`src/dma_request_descriptor_splitter_defines.svh`:
```
// Assertion macros shared by the descriptor splitter RTL.
`ifndef DMA_REQUEST_DESCRIPTOR_SPLITTER_DEFINES_SVH
`define DMA_REQUEST_DESCRIPTOR_SPLITTER_DEFINES_SVH

// Property that must hold in the same cycle as its trigger.
`define DRDS_ASSERT_IMPLY(label, clk, rst, pre, post, msg) \
   label: assert property (@(posedge clk) disable iff (rst) (pre) |-> (post)) \
      else $error(msg);

// Property that must hold in the cycle after its trigger.
`define DRDS_ASSERT_NEXT(label, clk, rst, pre, post, msg) \
   label: assert property (@(posedge clk) disable iff (rst) (pre) |=> (post)) \
      else $error(msg);

`endif

```
`src/drds_pkg.sv`:
```
// Types, constants and codes shared by the descriptor splitter modules.
`default_nettype none
package drds_pkg;

   localparam int RING_DEPTH  = 256;
   localparam int PTR_W       = $clog2(RING_DEPTH);
   localparam int ADDR_W      = 48;
   localparam int BYTES_W     = 22;
   localparam int DATA_W      = 64;
   localparam int LEN_W       = 11;
   localparam int MAX_CHUNKS  = 63;
   localparam int CHUNK_SHIFT = 16;
   localparam int UNIT_SHIFT  = 6;
   localparam int MAX_UNITS   = 1024;
   localparam int CHUNK_W     = BYTES_W + 1 - CHUNK_SHIFT;
   localparam int UNITS_W     = 16;
   localparam int CMP_W       = 16;
   localparam int QUEUE_DEPTH = 2;
   localparam int QPTR_W      = $clog2(QUEUE_DEPTH);

   localparam logic [1:0] OUTCOME_WRITTEN = 2'd0;
   localparam logic [1:0] OUTCOME_BUSY    = 2'd1;
   localparam logic [1:0] OUTCOME_EMPTY   = 2'd2;

   localparam logic KIND_COPY   = 1'b0;
   localparam logic KIND_STATUS = 1'b1;

   localparam logic [1:0] MODE_NONE   = 2'd0;
   localparam logic [1:0] MODE_IRQ    = 2'd1;
   localparam logic [1:0] MODE_NOTIFY = 2'd2;

   // One classified request as it travels from the front to the back.
   typedef struct packed {
      logic [1:0]         outcome;
      logic [PTR_W-1:0]   slot;
      logic [PTR_W-1:0]   door;
      logic [CHUNK_W-1:0] chunks;
      logic [UNITS_W-1:0] units;
      logic               has_status;
      logic               notify_mode;
      logic [ADDR_W-1:0]  src;
      logic [ADDR_W-1:0]  dst;
      logic [ADDR_W-1:0]  notify;
      logic [DATA_W-1:0]  data;
   } job_type;

   // Fill status of the job queue.
   typedef struct packed {
      logic not_empty;
      logic full;
   } qstat_type;

   // One result beat.
   typedef struct packed {
      logic [1:0]        outcome;
      logic [PTR_W-1:0]  slot;
      logic              kind;
      logic [ADDR_W-1:0] src_out;
      logic [ADDR_W-1:0] dst_out;
      logic [LEN_W-1:0]  length_units;
      logic              raise_interrupt;
      logic [DATA_W-1:0] status_data;
      logic [PTR_W-1:0]  doorbell_head;
      logic              last;
   } desc_type;

endpackage
`default_nettype wire

```
`src/drds_req_if.sv`:
```
// Request channel: one copy request per beat.
`default_nettype none
interface drds_req_if;
   logic                                valid;
   logic                                ready;
   logic [drds_pkg::ADDR_W-1:0]         src_addr;
   logic                                src_local;
   logic [drds_pkg::ADDR_W-1:0]         dst_addr;
   logic                                dst_local;
   logic [drds_pkg::BYTES_W-1:0]        byte_count;
   logic [1:0]                          status_mode;
   logic [drds_pkg::ADDR_W-1:0]         notify_addr;
   logic                                notify_local;
   logic [drds_pkg::DATA_W-1:0]         notify_data;
   logic [drds_pkg::PTR_W-1:0]          tail_now;

   modport source (output valid, src_addr, src_local, dst_addr, dst_local, byte_count,
                   status_mode, notify_addr, notify_local, notify_data, tail_now,
                   input ready);
   modport sink (input valid, src_addr, src_local, dst_addr, dst_local, byte_count,
                 status_mode, notify_addr, notify_local, notify_data, tail_now,
                 output ready);
endinterface
`default_nettype wire

```
`src/drds_rsp_if.sv`:
```
// Result channel: one ring descriptor or status result per beat.
`default_nettype none
interface drds_rsp_if;
   logic                          valid;
   logic                          ready;
   logic [1:0]                    outcome;
   logic [drds_pkg::PTR_W-1:0]    slot;
   logic                          kind;
   logic [drds_pkg::ADDR_W-1:0]   src_out;
   logic [drds_pkg::ADDR_W-1:0]   dst_out;
   logic [drds_pkg::LEN_W-1:0]    length_units;
   logic                          raise_interrupt;
   logic [drds_pkg::DATA_W-1:0]   status_data;
   logic [drds_pkg::PTR_W-1:0]    doorbell_head;
   logic                          last;

   modport source (output valid, outcome, slot, kind, src_out, dst_out, length_units,
                   raise_interrupt, status_data, doorbell_head, last,
                   input ready);
   modport sink (input valid, outcome, slot, kind, src_out, dst_out, length_units,
                 raise_interrupt, status_data, doorbell_head, last,
                 output ready);
endinterface
`default_nettype wire

```
`src/drds_queue.sv`:
```
// Short job queue between the classifying front and the descriptor back.
`default_nettype none
module drds_queue (
   input  wire                 clock,
   input  wire                 reset,
   input  wire                 push,
   input  drds_pkg::job_type   push_job,
   input  wire                 pop,
   output drds_pkg::job_type   pop_job,
   output drds_pkg::qstat_type stat
);

   drds_pkg::job_type               mem_ff [drds_pkg::QUEUE_DEPTH];
   logic [drds_pkg::QPTR_W-1:0]     wr_ptr_ff, wr_ptr_in;
   logic [drds_pkg::QPTR_W-1:0]     rd_ptr_ff, rd_ptr_in;
   logic [drds_pkg::QPTR_W:0]       count_ff, count_in;

   always_comb begin
      wr_ptr_in = wr_ptr_ff;
      rd_ptr_in = rd_ptr_ff;
      count_in  = count_ff;
      if (push) begin
         wr_ptr_in = wr_ptr_ff + 1'b1;
      end
      if (pop) begin
         rd_ptr_in = rd_ptr_ff + 1'b1;
      end
      if (push && !pop) begin
         count_in = count_ff + 1'b1;
      end else if (pop && !push) begin
         count_in = count_ff - 1'b1;
      end
   end

   always_ff @(posedge clock) begin
      if (reset) begin
         wr_ptr_ff <= '0;
         rd_ptr_ff <= '0;
         count_ff  <= '0;
      end else begin
         wr_ptr_ff <= wr_ptr_in;
         rd_ptr_ff <= rd_ptr_in;
         count_ff  <= count_in;
      end
   end

   always_ff @(posedge clock) begin
      if (push) begin
         mem_ff[wr_ptr_ff] <= push_job;
      end
   end

   assign pop_job        = mem_ff[rd_ptr_ff];
   assign stat.not_empty = (count_ff != '0);
   assign stat.full      = (count_ff == (drds_pkg::QPTR_W + 1)'(drds_pkg::QUEUE_DEPTH));

endmodule
`default_nettype wire

```
`src/drds_front.sv`:
```
// Front end: accepts requests, translates addresses and checks ring room.
`default_nettype none
module drds_front (
   input  wire                         clock,
   input  wire                         reset,
   drds_req_if.sink                    req,
   input  wire                         csr_we,
   input  wire [drds_pkg::ADDR_W-1:0]  csr_wdata,
   input  drds_pkg::qstat_type         qstat,
   output logic                        push,
   output drds_pkg::job_type           push_job
);

   logic [drds_pkg::PTR_W-1:0]    head_ff, head_in;
   logic [drds_pkg::PTR_W-1:0]    tail_ff, tail_in;
   logic [drds_pkg::ADDR_W-1:0]   base_ff, base_in;

   logic [drds_pkg::BYTES_W:0]    chunk_sum;
   logic [drds_pkg::BYTES_W:0]    unit_sum;
   logic [drds_pkg::CHUNK_W-1:0]  chunks;
   logic [drds_pkg::CHUNK_W-1:0]  ndesc;
   logic                          has_status;
   logic                          too_many;
   logic [drds_pkg::PTR_W-1:0]    free_cached;
   logic [drds_pkg::PTR_W-1:0]    free_now;
   logic                          fit_cached;
   logic                          fit_now;
   logic                          fits;
   logic                          accept;

   assign req.ready = !qstat.full;
   assign accept    = req.valid && req.ready;

   assign chunk_sum  = {1'b0, req.byte_count}
                       + (drds_pkg::BYTES_W + 1)'((1 << drds_pkg::CHUNK_SHIFT) - 1);
   assign unit_sum   = {1'b0, req.byte_count}
                       + (drds_pkg::BYTES_W + 1)'((1 << drds_pkg::UNIT_SHIFT) - 1);
   assign chunks     = chunk_sum[drds_pkg::BYTES_W:drds_pkg::CHUNK_SHIFT];
   assign has_status = (req.status_mode == drds_pkg::MODE_IRQ)
                       || (req.status_mode == drds_pkg::MODE_NOTIFY);
   assign ndesc      = chunks + drds_pkg::CHUNK_W'(has_status);
   assign too_many   = (chunks > drds_pkg::CHUNK_W'(drds_pkg::MAX_CHUNKS));

   // Free slots keep one entry open so a full ring never looks empty.
   assign free_cached = tail_ff - head_ff - 1'b1;
   assign free_now    = req.tail_now - head_ff - 1'b1;
   assign fit_cached  = drds_pkg::CMP_W'(ndesc) <= drds_pkg::CMP_W'(free_cached);
   assign fit_now     = drds_pkg::CMP_W'(ndesc) <= drds_pkg::CMP_W'(free_now);
   assign fits        = !too_many && (fit_cached || fit_now);

   always_comb begin
      push_job.slot        = head_ff;
      push_job.door        = head_ff;
      push_job.chunks      = chunks;
      push_job.units       = unit_sum[drds_pkg::UNIT_SHIFT + drds_pkg::UNITS_W - 1 :
                                      drds_pkg::UNIT_SHIFT];
      push_job.has_status  = has_status;
      push_job.notify_mode = (req.status_mode == drds_pkg::MODE_NOTIFY);
      push_job.src         = req.src_local ? req.src_addr : req.src_addr + base_ff;
      push_job.dst         = req.dst_local ? req.dst_addr : req.dst_addr + base_ff;
      push_job.notify      = req.notify_local ? req.notify_addr : req.notify_addr + base_ff;
      push_job.data        = req.notify_data;
      if (!fits) begin
         push_job.outcome = drds_pkg::OUTCOME_BUSY;
      end else if (ndesc == '0) begin
         push_job.outcome = drds_pkg::OUTCOME_EMPTY;
      end else begin
         push_job.outcome = drds_pkg::OUTCOME_WRITTEN;
         push_job.door    = head_ff + drds_pkg::PTR_W'(ndesc);
      end
   end

   assign push = accept;

   always_comb begin
      head_in = head_ff;
      tail_in = tail_ff;
      base_in = base_ff;
      if (csr_we) begin
         base_in = csr_wdata;
      end
      if (accept) begin
         // The reported tail is only picked up when the cached one is too old.
         if (!too_many && !fit_cached) begin
            tail_in = req.tail_now;
         end
         head_in = push_job.door;
      end
   end

   always_ff @(posedge clock) begin
      if (reset) begin
         head_ff <= '0;
         tail_ff <= '0;
         base_ff <= '0;
      end else begin
         head_ff <= head_in;
         tail_ff <= tail_in;
         base_ff <= base_in;
      end
   end

endmodule
`default_nettype wire

```
`src/drds_back.sv`:
```
// Back end: expands one queued job into result beats, one per cycle unless the output stalls.
`default_nettype none
module drds_back (
   input  wire                 clock,
   input  wire                 reset,
   input  drds_pkg::qstat_type qstat,
   input  drds_pkg::job_type   job,
   output logic                pop,
   drds_rsp_if.source          rsp
);

   localparam logic [1:0] ST_IDLE   = 2'd0;
   localparam logic [1:0] ST_COPY   = 2'd1;
   localparam logic [1:0] ST_STAT   = 2'd2;
   localparam logic [1:0] ST_SINGLE = 2'd3;

   localparam logic [drds_pkg::ADDR_W-1:0] CHUNK_STEP =
      drds_pkg::ADDR_W'(1) << drds_pkg::CHUNK_SHIFT;

   logic [1:0]                    state_ff, state_in;
   logic [1:0]                    outcome_ff, outcome_in;
   logic [drds_pkg::PTR_W-1:0]    slot_ff, slot_in;
   logic [drds_pkg::PTR_W-1:0]    door_ff, door_in;
   logic [drds_pkg::CHUNK_W-1:0]  left_ff, left_in;
   logic [drds_pkg::UNITS_W-1:0]  units_ff, units_in;
   logic                          stat_ff, stat_in;
   logic                          notify_ff, notify_in;
   logic [drds_pkg::ADDR_W-1:0]   src_ff, src_in;
   logic [drds_pkg::ADDR_W-1:0]   dst_ff, dst_in;
   logic [drds_pkg::ADDR_W-1:0]   naddr_ff, naddr_in;
   logic [drds_pkg::DATA_W-1:0]   data_ff, data_in;
   logic                          rsp_valid_ff, rsp_valid_in;
   drds_pkg::desc_type            rsp_ff, rsp_in;
   drds_pkg::desc_type            desc;
   logic                          emit;
   logic                          advance;
   logic                          big;

   assign advance = !rsp_valid_ff || rsp.ready;
   assign big     = units_ff > drds_pkg::UNITS_W'(drds_pkg::MAX_UNITS);

   always_comb begin
      state_in   = state_ff;
      outcome_in = outcome_ff;
      slot_in    = slot_ff;
      door_in    = door_ff;
      left_in    = left_ff;
      units_in   = units_ff;
      stat_in    = stat_ff;
      notify_in  = notify_ff;
      src_in     = src_ff;
      dst_in     = dst_ff;
      naddr_in   = naddr_ff;
      data_in    = data_ff;
      pop        = 1'b0;
      emit       = 1'b0;
      desc               = '0;
      desc.slot          = slot_ff;
      desc.doorbell_head = door_ff;
      unique case (state_ff)
         ST_IDLE: begin
            if (qstat.not_empty) begin
               pop        = 1'b1;
               outcome_in = job.outcome;
               slot_in    = job.slot;
               door_in    = job.door;
               left_in    = job.chunks;
               units_in   = job.units;
               stat_in    = job.has_status;
               notify_in  = job.notify_mode;
               src_in     = job.src;
               dst_in     = job.dst;
               naddr_in   = job.notify;
               data_in    = job.data;
               if (job.outcome != drds_pkg::OUTCOME_WRITTEN) begin
                  state_in = ST_SINGLE;
               end else if (job.chunks != '0) begin
                  state_in = ST_COPY;
               end else begin
                  state_in = ST_STAT;
               end
            end
         end
         ST_SINGLE: begin
            desc.outcome = outcome_ff;
            desc.last    = 1'b1;
            if (advance) begin
               emit     = 1'b1;
               state_in = ST_IDLE;
            end
         end
         ST_COPY: begin
            desc.outcome      = drds_pkg::OUTCOME_WRITTEN;
            desc.kind         = drds_pkg::KIND_COPY;
            desc.src_out      = src_ff;
            desc.dst_out      = dst_ff;
            desc.length_units = big ? drds_pkg::LEN_W'(drds_pkg::MAX_UNITS)
                                    : drds_pkg::LEN_W'(units_ff);
            desc.last         = (left_ff == drds_pkg::CHUNK_W'(1)) && !stat_ff;
            if (advance) begin
               emit    = 1'b1;
               src_in  = src_ff + CHUNK_STEP;
               dst_in  = dst_ff + CHUNK_STEP;
               slot_in = slot_ff + 1'b1;
               left_in = left_ff - 1'b1;
               if (big) begin
                  units_in = units_ff - drds_pkg::UNITS_W'(drds_pkg::MAX_UNITS);
               end
               if (left_ff == drds_pkg::CHUNK_W'(1)) begin
                  state_in = stat_ff ? ST_STAT : ST_IDLE;
               end
            end
         end
         ST_STAT: begin
            desc.outcome         = drds_pkg::OUTCOME_WRITTEN;
            desc.kind            = drds_pkg::KIND_STATUS;
            desc.raise_interrupt = !notify_ff;
            desc.dst_out         = notify_ff ? naddr_ff : '0;
            desc.status_data     = notify_ff ? data_ff : '0;
            desc.last            = 1'b1;
            if (advance) begin
               emit     = 1'b1;
               state_in = ST_IDLE;
            end
         end
         default: begin
            state_in = ST_IDLE;
         end
      endcase
   end

   always_comb begin
      rsp_valid_in = rsp_valid_ff;
      rsp_in       = rsp_ff;
      if (emit) begin
         rsp_valid_in = 1'b1;
         rsp_in       = desc;
      end else if (rsp.ready) begin
         rsp_valid_in = 1'b0;
      end
   end

   always_ff @(posedge clock) begin
      if (reset) begin
         state_ff     <= ST_IDLE;
         rsp_valid_ff <= 1'b0;
      end else begin
         state_ff     <= state_in;
         rsp_valid_ff <= rsp_valid_in;
      end
   end

   always_ff @(posedge clock) begin
      outcome_ff <= outcome_in;
      slot_ff    <= slot_in;
      door_ff    <= door_in;
      left_ff    <= left_in;
      units_ff   <= units_in;
      stat_ff    <= stat_in;
      notify_ff  <= notify_in;
      src_ff     <= src_in;
      dst_ff     <= dst_in;
      naddr_ff   <= naddr_in;
      data_ff    <= data_in;
      rsp_ff     <= rsp_in;
   end

   assign rsp.valid           = rsp_valid_ff;
   assign rsp.outcome         = rsp_ff.outcome;
   assign rsp.slot            = rsp_ff.slot;
   assign rsp.kind            = rsp_ff.kind;
   assign rsp.src_out         = rsp_ff.src_out;
   assign rsp.dst_out         = rsp_ff.dst_out;
   assign rsp.length_units    = rsp_ff.length_units;
   assign rsp.raise_interrupt = rsp_ff.raise_interrupt;
   assign rsp.status_data     = rsp_ff.status_data;
   assign rsp.doorbell_head   = rsp_ff.doorbell_head;
   assign rsp.last            = rsp_ff.last;

endmodule
`default_nettype wire

```
`src/dma_request_descriptor_splitter.sv`:
```
// Top level of the DMA request descriptor splitter with its result checks.
//
// The splitter turns each copy request into descriptors for a 256-entry DMA ring.
// The byte count is cut into 64 KiB chunks, and each chunk becomes one copy
// descriptor whose length is given in 64-byte units. An optional status descriptor
// follows, which either raises an interrupt or writes a 64-bit value to a notify
// address. Addresses not flagged local get the system base added, modulo 2^48.
// The block tracks the ring head and a cached consumer tail. When the cached tail
// shows too little room, the tail reported with the request is loaded and room is
// checked once more. If the request still does not fit, or it would need more than
// 63 chunks, a single busy beat is returned and the head stays put. A request with
// no bytes and no status descriptor returns a single "accepted, nothing written"
// beat. Every beat carries the head value to publish after its request, and the
// final beat of each request has last set. Timing: the front end classifies a
// request and reserves ring room in the cycle it is accepted. It then parks the
// request in a two-entry queue. The back end picks up a queued request, then emits
// one result beat per cycle unless the output stalls; a request yields at most 64
// beats. The output register and the back end set the sustained rate. The front
// end keeps accepting while the queue has room, even while results are stalled.
// The system base register is written through csr_we and csr_wdata; the user must
// write it only while the block is idle, which the block does not enforce itself.
`default_nettype none
`include "dma_request_descriptor_splitter_defines.svh"
module dma_request_descriptor_splitter (
   input  wire                         clock,
   input  wire                         reset,
   drds_req_if.sink                    req_chan,
   drds_rsp_if.source                  rsp_chan,
   input  wire                         csr_we,
   input  wire [drds_pkg::ADDR_W-1:0]  csr_wdata
);

   // Handoff between the front and back through the job queue.
   logic                 q_push;
   logic                 q_pop;
   drds_pkg::job_type    q_push_job;
   drds_pkg::job_type    q_pop_job;
   drds_pkg::qstat_type  q_stat;

   // The front end owns the head pointer, the cached tail and the system base.
   // It decides each request's outcome at acceptance, so the back end never
   // needs to look at ring state.
   drds_front u_front (
      .clock     (clock),
      .reset     (reset),
      .req       (req_chan),
      .csr_we    (csr_we),
      .csr_wdata (csr_wdata),
      .qstat     (q_stat),
      .push      (q_push),
      .push_job  (q_push_job)
   );

   drds_queue u_queue (
      .clock    (clock),
      .reset    (reset),
      .push     (q_push),
      .push_job (q_push_job),
      .pop      (q_pop),
      .pop_job  (q_pop_job),
      .stat     (q_stat)
   );

   // The back end walks the chunks, stepping both addresses by 64 KiB and the
   // slot by one for each copy beat, and appends any status descriptor.
   drds_back u_back (
      .clock (clock),
      .reset (reset),
      .qstat (q_stat),
      .job   (q_pop_job),
      .pop   (q_pop),
      .rsp   (rsp_chan)
   );

   // A busy or empty outcome is always a request's only beat.
   `DRDS_ASSERT_IMPLY(a_single_beat_last, clock, reset, rsp_chan.valid && (rsp_chan.outcome != drds_pkg::OUTCOME_WRITTEN), rsp_chan.last, "busy or empty result without last")

   // Status descriptors carry no copy source and no length.
   `DRDS_ASSERT_IMPLY(a_status_clean, clock, reset, rsp_chan.valid && (rsp_chan.kind == drds_pkg::KIND_STATUS), (rsp_chan.length_units == '0) && (rsp_chan.src_out == '0), "status descriptor with copy fields")

   // Every copy chunk holds between one and the maximum number of units.
   `DRDS_ASSERT_IMPLY(a_chunk_length, clock, reset, rsp_chan.valid && (rsp_chan.outcome == drds_pkg::OUTCOME_WRITTEN) && (rsp_chan.kind == drds_pkg::KIND_COPY), (rsp_chan.length_units != '0) && (rsp_chan.length_units <= drds_pkg::LEN_W'(drds_pkg::MAX_UNITS)), "copy chunk length out of range")

   // Once a request has started, its beats follow without gaps.
   `DRDS_ASSERT_NEXT(a_no_gap, clock, reset, rsp_chan.valid && rsp_chan.ready && !rsp_chan.last, rsp_chan.valid, "gap inside a request's result beats")

endmodule
`default_nettype wire
```
`src/flat_wrapper.sv`:
```
// flat-port wrapper written by rule: the top's interface ports become plain ports
module dma_request_descriptor_splitter_flat 
  (clock, reset, csr_we, csr_wdata, req_chan_valid, req_chan_src_addr, req_chan_src_local, req_chan_dst_addr, req_chan_dst_local, req_chan_byte_count, req_chan_status_mode, req_chan_notify_addr, req_chan_notify_local, req_chan_notify_data, req_chan_tail_now, req_chan_ready, rsp_chan_valid, rsp_chan_outcome, rsp_chan_slot, rsp_chan_kind, rsp_chan_src_out, rsp_chan_dst_out, rsp_chan_length_units, rsp_chan_raise_interrupt, rsp_chan_status_data, rsp_chan_doorbell_head, rsp_chan_last, rsp_chan_ready);
  drds_req_if req_chan_i ();
  drds_rsp_if rsp_chan_i ();
  input  wire clock;
  input  wire reset;
  input  wire csr_we;
  input  wire [drds_pkg::ADDR_W-1:0] csr_wdata;
  input wire logic [$bits(req_chan_i.valid)-1:0] req_chan_valid;
  input wire logic [$bits(req_chan_i.src_addr)-1:0] req_chan_src_addr;
  input wire logic [$bits(req_chan_i.src_local)-1:0] req_chan_src_local;
  input wire logic [$bits(req_chan_i.dst_addr)-1:0] req_chan_dst_addr;
  input wire logic [$bits(req_chan_i.dst_local)-1:0] req_chan_dst_local;
  input wire logic [$bits(req_chan_i.byte_count)-1:0] req_chan_byte_count;
  input wire logic [$bits(req_chan_i.status_mode)-1:0] req_chan_status_mode;
  input wire logic [$bits(req_chan_i.notify_addr)-1:0] req_chan_notify_addr;
  input wire logic [$bits(req_chan_i.notify_local)-1:0] req_chan_notify_local;
  input wire logic [$bits(req_chan_i.notify_data)-1:0] req_chan_notify_data;
  input wire logic [$bits(req_chan_i.tail_now)-1:0] req_chan_tail_now;
  output wire logic [$bits(req_chan_i.ready)-1:0] req_chan_ready;
  output wire logic [$bits(rsp_chan_i.valid)-1:0] rsp_chan_valid;
  output wire logic [$bits(rsp_chan_i.outcome)-1:0] rsp_chan_outcome;
  output wire logic [$bits(rsp_chan_i.slot)-1:0] rsp_chan_slot;
  output wire logic [$bits(rsp_chan_i.kind)-1:0] rsp_chan_kind;
  output wire logic [$bits(rsp_chan_i.src_out)-1:0] rsp_chan_src_out;
  output wire logic [$bits(rsp_chan_i.dst_out)-1:0] rsp_chan_dst_out;
  output wire logic [$bits(rsp_chan_i.length_units)-1:0] rsp_chan_length_units;
  output wire logic [$bits(rsp_chan_i.raise_interrupt)-1:0] rsp_chan_raise_interrupt;
  output wire logic [$bits(rsp_chan_i.status_data)-1:0] rsp_chan_status_data;
  output wire logic [$bits(rsp_chan_i.doorbell_head)-1:0] rsp_chan_doorbell_head;
  output wire logic [$bits(rsp_chan_i.last)-1:0] rsp_chan_last;
  input wire logic [$bits(rsp_chan_i.ready)-1:0] rsp_chan_ready;
  assign req_chan_i.valid = req_chan_valid;
  assign req_chan_i.src_addr = req_chan_src_addr;
  assign req_chan_i.src_local = req_chan_src_local;
  assign req_chan_i.dst_addr = req_chan_dst_addr;
  assign req_chan_i.dst_local = req_chan_dst_local;
  assign req_chan_i.byte_count = req_chan_byte_count;
  assign req_chan_i.status_mode = req_chan_status_mode;
  assign req_chan_i.notify_addr = req_chan_notify_addr;
  assign req_chan_i.notify_local = req_chan_notify_local;
  assign req_chan_i.notify_data = req_chan_notify_data;
  assign req_chan_i.tail_now = req_chan_tail_now;
  assign req_chan_ready = req_chan_i.ready;
  assign rsp_chan_valid = rsp_chan_i.valid;
  assign rsp_chan_outcome = rsp_chan_i.outcome;
  assign rsp_chan_slot = rsp_chan_i.slot;
  assign rsp_chan_kind = rsp_chan_i.kind;
  assign rsp_chan_src_out = rsp_chan_i.src_out;
  assign rsp_chan_dst_out = rsp_chan_i.dst_out;
  assign rsp_chan_length_units = rsp_chan_i.length_units;
  assign rsp_chan_raise_interrupt = rsp_chan_i.raise_interrupt;
  assign rsp_chan_status_data = rsp_chan_i.status_data;
  assign rsp_chan_doorbell_head = rsp_chan_i.doorbell_head;
  assign rsp_chan_last = rsp_chan_i.last;
  assign rsp_chan_i.ready = rsp_chan_ready;
  dma_request_descriptor_splitter u_core (.clock(clock), .reset(reset), .req_chan(req_chan_i), .rsp_chan(rsp_chan_i), .csr_we(csr_we), .csr_wdata(csr_wdata));
endmodule
```
`config.mk`:
```
export PLATFORM = sky130hd
export DESIGN_NAME = dma_request_descriptor_splitter_flat
export DESIGN_NICKNAME = d
export VERILOG_FILES = /design/src/drds_pkg.sv /design/src/drds_req_if.sv /design/src/drds_rsp_if.sv /design/src/drds_queue.sv /design/src/drds_front.sv /design/src/drds_back.sv /design/src/dma_request_descriptor_splitter.sv /design/src/flat_wrapper.sv
export VERILOG_INCLUDE_DIRS = /design/src /design/src/src
export SDC_FILE = /design/constraint.sdc
export NUM_CORES = 2
export LEC_CHECK = 0
export ABC_AREA = 1
export BUFFER_PORTS_ARGS = -buffer_cell sky130_fd_sc_hd__buf_2
export CAP_MARGIN = 20
export CORE_ASPECT_RATIO = 0.9
export CORE_MARGIN = 4
export CORE_UTILIZATION = 50
export DETAILED_ROUTE_END_ITERATION = 8
export GPL_TIMING_DRIVEN = 0
export PLACE_DENSITY = 0.66
export SYNTH_ARGS = -nofsm -noshare
export SYNTH_HDL_FRONTEND = slang
export SYNTH_SLANG_ARGS = --single-unit
```
`constraint.sdc`:
```
create_clock -name clock -period 25.6 [get_ports clock]
set_clock_uncertainty 0.1 [all_clocks]
set_input_delay 0 -clock clock [delete_from_list [all_inputs] [get_ports clock]]
set_output_delay 0 -clock clock [all_outputs]
set_load 0.1 [all_outputs]
```
==> results.yml <==
worst_setup_path:
  crit_type: "in2reg"
  startpoint_type: "input port"
  cp_slowest_cell: "dlygate4sd3_1"
  critPathMaxStageDelay_ps: 620
  crit_fanout: 9
  cp_num_buf_inv: 8
  cp.depth: 28
  cp_data_arrival_time_ps: 6290
  endpoint_kind: "flip-flop"
  path_delay_family: "buffers and inverters"
  cp.required_ps: 26070
  crit_top_cell: "dlygate4sd3_1"
  reg2regPathDepth: 18
  worstReg2RegStart: "u_core.u_front.head_ff[3]$_SDFFE_PP0P_"
  r2r-end: "u_core.u_front.tail_ff[1]$_SDFFE_PP0P_"
  r2r_slack_ps: 21040
final_layout:
  fillCellCount: 8272
  nNetsFinal: 6917
  mostFrequentLayoutCells: "nand2_1, edfxtp_1, nor2_1"
  layout-drive-gt1-share_pct: 12.1
  syn2layout_area_growth_pct: 25.4
  final_common_cell: "nand2_1"
  fin_cells: 7871
hold_path:
  hp-class: "in2reg"
  hold_path_startpoint: "csr_wdata[30]"
  hold_end: "u_core.u_front.base_ff[30]$_SDFFE_PP0P_"
  whs_path_depth: 4
floorplanning:
  die_h_um: 311
  start_util_pct: 50.6
  rows: 110
  core-area_um2: 100000
  die_w_um: 344
  io_pins: 490
  dieArea_um2: 107000
routing:
  routed_via_density: 5.51
  dr.pass1.iters: 6
  drc: 0
  vias: 43300
  wl_per_cell_um: 22.7
  wl_mm: 179
  drt-initial-drc-count: 4781
  ant_nets: 0
synth:
  synth_edf_count: 945
  ys_types: 68
  ys_seq_area_share_pct: 58.6
  synth_ff_type: "edfxtp_1"
  async_flop_share_pct: 0
  synth_area_um2: 50900
  postSynthAreaPerCell_um2: 9.56
  synth_seq_cells: 1017
  synthCells: 5322
  syn_nets: 5816
  ys.warnings.count: 0
timing:
  hold_viol_final: 0
  timing.fmax_mhz: 172
  period_minus_slack_ps: 5820
  setup_tns_ps: 0
  setup_viol: 0
  period_share_pct: 22.7
  rsz0062_at_grt: "false"
  relSlewSlack_pct: 19.9
  slew_violations: 0
  tightestPinTransition_ps: 1200
cts:
  cts_setup_buffers: 0
  cts.root.buffer_cell: "clkbuf_16"
  clock-sinks: 1017
  cts_made_buffers: 100
  insertion_delay_ps: 700
  htreeDepth: 3
  cts_buffer_depth: 3
  cts_tree: "yes"
  clk_pin_slew_ps: 70
power_and_ir_drop:
  switchingPower_w: 0.00312
  pwr-share-comb_pct: 40.4
  p_int_w: 0.00393
  seq_power_share_pct: 39.2
  p_leak_nw: 26.9
  pwr-share-clk_pct: 20.4
  p_per_area_nw_per_um2: 111
  ir_worst_vdd_uv: 126
  swShare_pct: 44.2
global_route:
  grt_pass1_vias: 41100
  grt-ovfl-total: 0
  met3_usage_pct: 6.81
  globalRouteMet1Util_pct: 45.4
  grt_max_degree: 92
  busiest_layer: "met2"
  grt_pass1_wl_mm: 260
  met2_usage_pct: 51.2
  antenna_found_initial: 25
  track_usage_pct: 32.8
placement:
  dpl.cell_count: 7184
  gp_congestion: 0.988
  io_buffers: 486
  hpwl_mm: 136
run_status:
  outcome: "completed"
job:
  maxCapViolations: 0
==> tightest hold or removal path, delay by kind of cell <==
kind	cells	cell delay, ps
buffers and inverters	2	690
and+or+nand+nor	1	90
AOI/OAI and AO/OA	1	70
==> logic make-up after synthesis <==
logic type | Yosys count | synth area share [%]
XOR/XNOR | 109 | 1.89
buffers and inverters | 689 | 5.14
multiplexers | 8 | 0.157
AND/OR/NAND/NOR | 2397 | 19.4
flip-flops | 1017 | 58.6
AO/OA/AOI/OAI | 904 | 9.80
adder cells (fa/ha/maj) | 198 | 4.96
==> registers in the layout (all words and copies together), names as in the netlist, 11 cells and up, named ones only <==
name                            cells
u_core.u_queue.mem_ff             502
u_core.u_back.data_ff              64
u_core.u_back.rsp.status_data      64
u_core.u_back.dst_ff               48
u_core.u_back.naddr_ff             48
u_core.u_back.rsp.dst_out          48
u_core.u_back.rsp.src_out          48
u_core.u_back.src_ff               48
u_core.u_front.base_ff             48
u_core.u_back.units_ff             16
u_core.u_back.rsp.length_units     11
==> metrics by stage <==
step / total power, W / hold slack [ps] / worst slack, ps / util [%] / area, um2
after floorplan: 0.00480 / -1.13 / 12770 / - / 50900
after global placement: 0.00562 / 88.5 / 6690 / 54.7 / 55000
after detailed placement: 0.00555 / 91.7 / 21430 / 55.5 / 55700
after CTS: 0.00705 / 5.42 / 19920 / 63.4 / 63700
after global routing: 0.00736 / 87.9 / 19470 / 63.5 / 63800
final: 0.00705 / 100 / 19780 / 63.5 / 63800
==> cell usage after synthesis, types with 47 or more instances <==
library cell,instances,share of area (%)
a21oi_1,351,3.5
a31oi_1,51,0.63
clkbuf_1,144,1.1
dfxtp_1,72,2.8
edfxtp_1,945,56
ha_1,192,4.7
inv_1,523,3.9
nand2_1,1427,11
nand3_1,170,1.7
nor2_1,566,4.2
nor3_1,51,0.50
o21ai_0,330,3.2
or2_2,47,0.58
xor2_1,63,1.1
==> power groups by stage <==
stage | Clock (W) | Combinational, W | Sequential [W]
6_report | 0.00144 | 0.00284 | 0.00276
5_1_grt | 0.00153 | 0.00304 | 0.00280
2_1_floorplan | 0 | 0.000996 | 0.00381
3_3_place_gp | 0 | 0.00264 | 0.00298
4_1_cts | 0.00146 | 0.00283 | 0.00276
3_5_place_dp | 0 | 0.00277 | 0.00279
==> worst max path at each step <==
| stage | startpoint | slack, ps | to |
|---|---|---|---|
| detailed placement | u_core.u_front.base_ff[0]$_SDFFE_PP0P_ | 21430 | u_core.u_queue.mem_ff[0][98]$_DFFE_PP_ |
| global placement | u_core.u_queue.count_ff[0]$_SDFFE_PP0P_ | 6690 | u_core.u_queue.mem_ff[1][34]$_DFFE_PP_ |
| finish | req_chan_byte_count[4] | 19780 | u_core.u_front.tail_ff[1]$_SDFFE_PP0P_ |
| CTS | req_chan_byte_count[4] | 19920 | u_core.u_front.tail_ff[1]$_SDFFE_PP0P_ |
| global route | req_chan_byte_count[4] | 19470 | u_core.u_front.tail_ff[1]$_SDFFE_PP0P_ |
| floorplan | u_core.u_queue.count_ff[0]$_SDFFE_PP0P_ | 12770 | u_core.u_queue.mem_ff[1][0]$_DFFE_PP_ |
==> repair_timing <==
item,in CTS,in global routing
hold buffers,481,0
setup endpoints to repair,0,0
resized for setup,0,0
endpoints found under the hold margin,540,0
==> layout make-up <==
cell class / count / area, um2 / area share [%]
flip-flops and latches: 1017 / 29800 / 46.8
multi-input cells: 3616 / 18500 / 29.0
repair buffers: 999 / 7920 / 12.4
clock buffers: 127 / 2680 / 4.20
inverters: 531 / 2000 / 3.13
well taps: 1344 / 1680 / 2.64
plain buffers: 158 / 623 / 0.977
clock inverters: 58 / 519 / 0.814
diodes: 21 / 52.6 / 0.0824
==> metal layers <==
metal  vias up  part of all wire (%)  wire length (um)
li1      20400                     -                 -
met1     20400                    41             73000
met2      2150                    45             79800
met3       417                    10             18000
met4         6                   4.4              7830
met5         -                 0.020                36
Note: power is estimated with default switching activity, not from simulation.
